`config.mk`:
```
export PLATFORM = sky130hd
export DESIGN_NAME = sorted_key_queue_unit
export DESIGN_NICKNAME = d
export VERILOG_FILES = /design/src/rtl/core/skq_pkg.sv /design/src/rtl/core/skq_cell.sv /design/src/rtl/core/sorted_key_queue_unit.sv
export SDC_FILE = /design/constraint.sdc
export NUM_CORES = 2
export LEC_CHECK = 0
export BUFFER_PORTS_ARGS = -buffer_cell sky130_fd_sc_hd__buf_4
export CORE_UTILIZATION = 42
export DETAILED_ROUTE_END_ITERATION = 10
export GPL_TIMING_DRIVEN = 0
export PLACE_DENSITY = 0.61
export RECOVER_POWER = 50
export REMOVE_ABC_BUFFERS = 1
export SYNTH_ARGS = -nofsm -noshare
export SYNTH_HDL_FRONTEND = slang
export SYNTH_SLANG_ARGS = --single-unit
```
`constraint.sdc`:
```
create_clock -name clk -period 13.7 [get_ports clk]
set_input_delay 0.685 -clock clk [delete_from_list [all_inputs] [get_ports clk]]
set_output_delay 0.685 -clock clk [all_outputs]
set_load 0.01 [all_outputs]
```
`src/rtl/core/skq_pkg.sv`:
```
`timescale 1ns / 1ps

package skq_pkg;

	// Field widths fixed by the stream format
	localparam int unsigned KeyW   = 32;
	localparam int unsigned TagW   = 32;
	localparam int unsigned ReqW   = 2;
	localparam int unsigned CountW = 5;
	localparam int unsigned FlagW  = 3;
	localparam int unsigned InW    = 64;
	localparam int unsigned OutW   = 72;

	// Request codes
	typedef enum logic [ReqW-1:0] {
		REQ_INSERT  = 2'd0,
		REQ_PREPEND = 2'd1,
		REQ_REMOVE  = 2'd2,
		REQ_NONE    = 2'd3
	} req_t;

	// Per-request control broadcast to every cell
	typedef struct packed {
		logic ins_sorted;
		logic ins_front;
		logic remove;
	} skq_ctl_t;

endpackage

```
`src/rtl/core/skq_cell.sv`:
```
`timescale 1ns / 1ps

module skq_cell
	import skq_pkg::*;
#(
	parameter bit IS_HEAD = 1'b0
) (
	input  logic                   clk,
	input  skq_ctl_t               ctl,
	input  logic signed [KeyW-1:0] new_key,
	input  logic [TagW-1:0]        new_tag,
	input  logic                   occupied,
	input  logic signed [KeyW-1:0] left_key,
	input  logic [TagW-1:0]        left_tag,
	input  logic signed [KeyW-1:0] right_key,
	input  logic [TagW-1:0]        right_tag,
	input  logic                   found_in,
	output logic signed [KeyW-1:0] key,
	output logic [TagW-1:0]        tag,
	output logic                   found_out
);

	logic signed [KeyW-1:0] key_q;
	logic [TagW-1:0]        tag_q;
	logic                   stop;
	logic                   place;
	logic                   shift;

	// Insert point: head takes keys at most its own, others stop at a larger key
	always_comb begin
		if (IS_HEAD) begin
			stop = !occupied || (new_key <= key_q);
		end else begin
			stop = !occupied || (key_q > new_key);
		end
		found_out = found_in | stop;
		if (ctl.ins_front) begin
			place = IS_HEAD;
			shift = !IS_HEAD;
		end else begin
			place = ctl.ins_sorted && stop && !found_in;
			shift = ctl.ins_sorted && found_in;
		end
	end

	// Entry register: move toward head on remove, away on insert
	always_ff @(posedge clk) begin
		if (ctl.remove) begin
			key_q <= right_key;
			tag_q <= right_tag;
		end else if (place) begin
			key_q <= new_key;
			tag_q <= new_tag;
		end else if (shift) begin
			key_q <= left_key;
			tag_q <= left_tag;
		end
	end

	assign key = key_q;
	assign tag = tag_q;

endmodule

```
`src/rtl/core/sorted_key_queue_unit.sv`:
```
`timescale 1ns / 1ps

// Sorted key queue: holds up to QUEUE_DEPTH (key, tag) entries in a row of
// cells, head first. Each transfer on the input stream is one request (sorted
// insert, prepend at front, remove head or none) and gives exactly one result
// transfer. Every cell compares the request key with its own entry in
// parallel, the first cell that stops the walk takes the new entry and the
// cells behind it shift one place, so a request is finished in the cycle it
// is taken: one request per clock unless a held result stalls the input, with
// a single output register between the two stream sides. The insert point is
// found by a priority chain that runs through all cells in that cycle.
module sorted_key_queue_unit
	import skq_pkg::*;
#(
	parameter int unsigned QUEUE_DEPTH = 16
) (
	input  logic             clk,
	input  logic             arst_n,
	input  logic             s_axis_tvalid,
	output logic             s_axis_tready,
	// [31:0] key_in, [63:32] data_in
	input  logic [InW-1:0]   s_axis_tdata,
	// [1:0] req_type
	input  logic [ReqW-1:0]  s_axis_tuser,
	output logic             m_axis_tvalid,
	input  logic             m_axis_tready,
	// [31:0] key_out, [63:32] data_out, [68:64] entry_count, [71:69] zero
	output logic [OutW-1:0]  m_axis_tdata,
	// [0] removed_valid, [1] empty_flag, [2] full_flag
	output logic [FlagW-1:0] m_axis_tuser
);

	localparam int unsigned CntW = $clog2(QUEUE_DEPTH + 1);

	logic [CntW-1:0]        count_q;
	logic                   m_valid_q;
	logic [OutW-1:0]        out_data_q;
	logic [FlagW-1:0]       out_user_q;
	logic                   accept;
	req_t                   req;
	logic signed [KeyW-1:0] key_in;
	logic [TagW-1:0]        data_in;
	logic                   is_full;
	logic                   is_empty;
	skq_ctl_t               ctl;
	logic signed [KeyW-1:0] ins_key;
	logic signed [KeyW-1:0] cell_key [QUEUE_DEPTH];
	logic [TagW-1:0]        cell_tag [QUEUE_DEPTH];
	logic [QUEUE_DEPTH:0]   found;
	logic [CntW-1:0]        count_next;
	logic signed [KeyW-1:0] res_key;
	logic [TagW-1:0]        res_tag;
	logic                   res_removed;
	logic                   res_empty;
	logic                   res_full;

	assign accept        = s_axis_tvalid && s_axis_tready;
	assign s_axis_tready = !m_valid_q || m_axis_tready;
	assign req           = req_t'(s_axis_tuser);
	assign key_in        = s_axis_tdata[KeyW-1:0];
	assign data_in       = s_axis_tdata[KeyW +: TagW];
	assign is_full       = (count_q == CntW'(QUEUE_DEPTH));
	assign is_empty      = (count_q == '0);

	// Request decode and result fields
	always_comb begin
		ctl         = '0;
		ins_key     = key_in;
		count_next  = count_q;
		res_key     = '0;
		res_tag     = '0;
		res_removed = 1'b0;
		res_empty   = 1'b0;
		res_full    = 1'b0;
		unique case (req)
			REQ_INSERT: begin
				if (is_full) begin
					res_full = 1'b1;
				end else begin
					ctl.ins_sorted = accept;
					res_key        = key_in;
					count_next     = count_q + 1'b1;
				end
			end
			REQ_PREPEND: begin
				ins_key = is_empty ? '0 : (cell_key[0] - KeyW'(1));
				if (is_full) begin
					res_full = 1'b1;
				end else begin
					ctl.ins_front = accept;
					res_key       = ins_key;
					count_next    = count_q + 1'b1;
				end
			end
			REQ_REMOVE: begin
				if (is_empty) begin
					res_empty = 1'b1;
				end else begin
					ctl.remove  = accept;
					res_key     = cell_key[0];
					res_tag     = cell_tag[0];
					res_removed = 1'b1;
					count_next  = count_q - 1'b1;
				end
			end
			default: begin
			end
		endcase
	end

	// Row of cells with the insert-point chain running head to tail
	assign found[0] = 1'b0;

	for (genvar i = 0; i < QUEUE_DEPTH; i++) begin : g_cell
		localparam int unsigned L = (i == 0) ? 0 : i - 1;
		localparam int unsigned R = (i == QUEUE_DEPTH - 1) ? i : i + 1;

		skq_cell #(
			.IS_HEAD(i == 0)
		) u_cell (
			.clk      (clk),
			.ctl      (ctl),
			.new_key  (ins_key),
			.new_tag  (data_in),
			.occupied (CntW'(i) < count_q),
			.left_key (cell_key[L]),
			.left_tag (cell_tag[L]),
			.right_key(cell_key[R]),
			.right_tag(cell_tag[R]),
			.found_in (found[i]),
			.key      (cell_key[i]),
			.tag      (cell_tag[i]),
			.found_out(found[i+1])
		);
	end

	// Fill count and output register
	always_ff @(posedge clk or negedge arst_n) begin
		if (!arst_n) begin
			count_q   <= '0;
			m_valid_q <= 1'b0;
		end else begin
			if (accept) begin
				count_q <= count_next;
			end
			if (accept) begin
				m_valid_q <= 1'b1;
			end else if (m_axis_tready) begin
				m_valid_q <= 1'b0;
			end
		end
	end

	always_ff @(posedge clk) begin
		if (accept) begin
			out_data_q <= {{(OutW - CountW - TagW - KeyW){1'b0}}, CountW'(count_next),
				res_tag, res_key};
			out_user_q <= {res_full, res_empty, res_removed};
		end
	end

	assign m_axis_tvalid = m_valid_q;
	assign m_axis_tdata  = out_data_q;
	assign m_axis_tuser  = out_user_q;

	// Checks
	a_count_bound: assert property (@(posedge clk) disable iff (!arst_n)
		count_q <= CntW'(QUEUE_DEPTH))
		else $error("fill count beyond queue depth");

	a_flags_excl: assert property (@(posedge clk) disable iff (!arst_n)
		m_valid_q |-> !(out_user_q[0] && out_user_q[1]))
		else $error("removed and empty flagged together");

	a_full_hold: assert property (@(posedge clk) disable iff (!arst_n)
		(accept && is_full && (req == REQ_INSERT || req == REQ_PREPEND))
		|=> (count_q == CntW'(QUEUE_DEPTH)))
		else $error("dropped request changed the fill count");

	a_result_follows: assert property (@(posedge clk) disable iff (!arst_n)
		accept |=> m_valid_q)
		else $error("accepted request produced no result");

endmodule
```
==> results.py <==
metrics = {
    "setup_path": {
        "critPathMaxStageDelay_ns": 1.34,
        "worstSetupEndpointType": "register",
        "crit_fanout": 17,
        "worstPathArrival_ns": 12.47,
        "cp-start-kind": "register",
        "worstSetupPathType": "reg -> reg",
        "crit_top_cell": "clkbuf_1",
        "crit_slowest_cell": "nor4b_1",
        "cp.required_ns": 14.21,
    },
    "detailed_routing": {
        "routed_wirelength_um": 188600,
        "viasPerCell": 5.797,
        "drtIter0Drc": 4245,
        "vias": 50300,
        "drtPass1Iterations": 7,
        "drc": 0,
        "wl_per_cell_um": 21.74,
        "ant_nets": 0,
    },
    "sta": {
        "final_max_slew_viol_count": 656,
        "tightest_slew_ns": 4.967,
        "max_slew_margin_pct": -231.2,
        "whs_ns": 0.1326,
        "finalHoldViolCount": 0,
        "fmax_ghz": 0.08358,
        "fin_skew_ns": 0.03390,
        "fin_crit_sh_pct": 87.33,
        "tns_ns": 0,
        "layout_setup_ws_ns": 1.735,
        "fin_crit_ns": 11.96,
        "rsz0062_at_grt": "false",
        "finalSetupViolCount": 0,
    },
    "die": {
        "dieArea_mm2": 0.1622,
        "die_h_um": 402.7,
        "die_w_um": 402.7,
        "num_rows": 146,
        "ioPinCount": 147,
        "core_mm2": 0.1589,
        "initial_core_util_pct": 42.44,
    },
    "logic_synthesis": {
        "syn-mean-instance-area_um2": 10.58,
        "synth_edf_count": 1096,
        "yosysTopAreaCellShare_pct": 48.79,
        "synth_area_leaders": "edfxtp_1, mux2i_1, ha_1, o21ai_0, nand2_1",
        "ys.flop_type": "edfxtp_1",
        "ys_seq_elements": 1102,
        "yosysUniqueCellTypes": 83,
        "syn_area_mm2": 0.06745,
        "synth_top_area_cell": "edfxtp_1",
        "synth_warnings": 0,
        "synthArstFlopShare_pct": 0.5445,
        "syn_inst": 6374,
        "synth_seq_area_share_pct": 49.02,
        "yosys.cell_count.top_type": "edfxtp_1",
        "synth_common_cells": "edfxtp_1, nand2_1, o21ai_0",
    },
    "power": {
        "comb_power_share_pct": 20.2,
        "p_leak_nw": 28.41,
        "ir_worst_vdd_uv": 125.6,
        "p_switching_mw": 3.022,
        "p_sw_share_pct": 30.52,
        "power.total_mw": 9.905,
        "pwr-share-seq_pct": 45.1,
        "p_per_area_mw_per_mm2": 129.8,
        "internal_power_mw": 6.882,
        "p_clk_share_pct": 34.7,
    },
    "clock_tree": {
        "clock-root-buffer": "clkbuf_16",
        "clk_latency_ns": 0.77,
        "cts_setup_buffers": 0,
        "path_clk_slew_ns": 0.06,
        "cts_buffers": 131,
        "cts_tree": "done",
        "clock_sinks": 1102,
        "clk_path_buf_depth": 3,
        "htree_num_levels": 4,
        "cts_resized": 0,
    },
    "global_routing": {
        "grt_overflow": 0,
        "grt_pass1_vias": 49060,
        "antenna_found_initial": 4,
        "grt_max_degree": 93,
        "grt_pass1_wl_um": 291700,
        "grtUsageTotal_pct": 22.90,
    },
    "place": {
        "placed_area_mm2": 0.07344,
        "port_buffers": 143,
        "hpwl_um": 138900,
        "gp_congestion": 0.9415,
        "place_ws_ns": 2.662,
    },
    "min_path": {
        "hold_path.class": "in -> reg",
    },
    "run_status": {
        "violations": "max-capacitance violations, max-slew violations",
        "status": "finished with violations",
    },
    "cells_and_area": {
        "drive_gt1_share_pct": 7.695,
        "final_area_mm2": 0.07633,
        "areaGrowthSynthToFinish_pct": 13.17,
        "layout.nets": 7075,
    },
    "run": {
        "drv_cap": 17,
    },
}
[worst max-delay path, delay by kind of cell (launching register included)]
kind,cells,cell delay [ns]
XOR/XNOR,1,0.10
AO/OA/AOI/OAI,4,1.24
multiplexers,1,0.20
flip-flops,1,0.53
adder cells (fa/ha/maj),1,0.52
AND/OR/NAND/NOR,13,5.73
buffers and inverters,9,3.35
[kinds of logic after synthesis]
kind of cell             synth area share (%)
adder cells (fa/ha/maj)                 9.379
flip-flops                              49.02
XOR/XNOR                               0.4545
buffers and inverters                   3.465
AO/OA/AOI/OAI                           12.51
AND/OR/NAND/NOR                         10.99
multiplexers                            14.19
other                                0.005560
[layer usage]
metal	part of all wire, %	up-vias	track usage [%]	wire [µm]
met5	0.094	-	0	177
met4	3.4	2	8.105	6412
met3	7.2	319	4.544	13510
met2	45	1697	36.52	85550
met1	44	24350	30.94	82960
li1	-	23940	-	-
[final timing paths]
check                                                   from                                  to  slack [ns]  cells after the start
max                        g_cell[0].u_cell.key[8]$_DFFE_PP_  g_cell[5].u_cell.tag[23]$_DFFE_PP_        1.74                     29
min reg2reg                        m_axis_tvalid$_DFFE_PN0P_           m_axis_tvalid$_DFFE_PN0P_        0.53                      2
max reg2reg                g_cell[0].u_cell.key[8]$_DFFE_PP_  g_cell[5].u_cell.tag[23]$_DFFE_PP_        1.74                     29
min in group asynchronous                             arst_n              count_q[4]$_DFFE_PN0P_        0.36                      2
max in group asynchronous                             arst_n              count_q[1]$_DFFE_PN0P_       13.05                      2
min                                            s_axis_tvalid           m_axis_tvalid$_DFFE_PN0P_        0.13                      2
[final cells by class]
| type | instances | area, µm² |
|---|---|---|
| fillers | 14580 | 82600 |
| flip-flops and latches | 1102 | 33060 |
| multi-input cells | 4733 | 32230 |
| repair buffers | 417 | 3896 |
| clock buffers | 173 | 3488 |
| well taps | 2072 | 2592 |
| clock inverters | 61 | 618.1 |
| inverters | 116 | 436.7 |
| diodes | 3 | 7.507 |
[repair_timing]
item,CTS,global route
hold endpoints to repair,6,0
setup endpoints to repair,0,0
hold buffers,1,0
[stage by stage]
| step | util [%] | cells |
|---|---|---|
| floorplan | - | 5951 |
| global placement | 43.56 | 8166 |
| detailed placement | 46.21 | 8439 |
| CTS | 48.80 | 8674 |
| global route | 48.02 | 8674 |
| finish | 48.03 | 8677 |
[power groups by stage]
stage	Clock, mW	Sequential [mW]	Combinational (mW)
2_1_floorplan	0	4.55	1.74
3_3_place_gp	0	4.72	2.53
3_5_place_dp	0	4.52	2.04
4_1_cts	3.49	4.46	2.05
5_1_grt	3.61	4.51	2.23
6_report	3.44	4.47	2.00
[cell usage in the layout (no fill, tap or decap), types with 48 or more instances in the layout]
cell type / synthesis / final
mux2_1: 50 / 51
nor3_1: 49 / 48
nand4_1: 103 / 103
mux2i_1: 884 / 884
edfxtp_1: 1096 / 1096
inv_1: 114 / 114
o21ai_0: 891 / 902
nand2_1: 1049 / 1045
ha_1: 504 / 504
a21oi_1: 309 / 302
nand3_1: 72 / 72
a21o_1: 52 / 52
buf_8: 0 / 49
buf_6: 20 / 96
clkbuf_16: 0 / 133
clkbuf_1: 312 / 183
buf_4: 22 / 96
nor2_1: 271 / 271
a211oi_1: 51 / 51
[sequential cells by signal, summed over array words and instances, names as in the netlist]
register           cells
g_cell.u_cell.key    512
m_axis_tdata          69
g_cell.u_cell.tag    512
count_q                5
m_axis_tuser           3
m_axis_tvalid          1
Note: power is estimated with default switching activity, not from simulation.
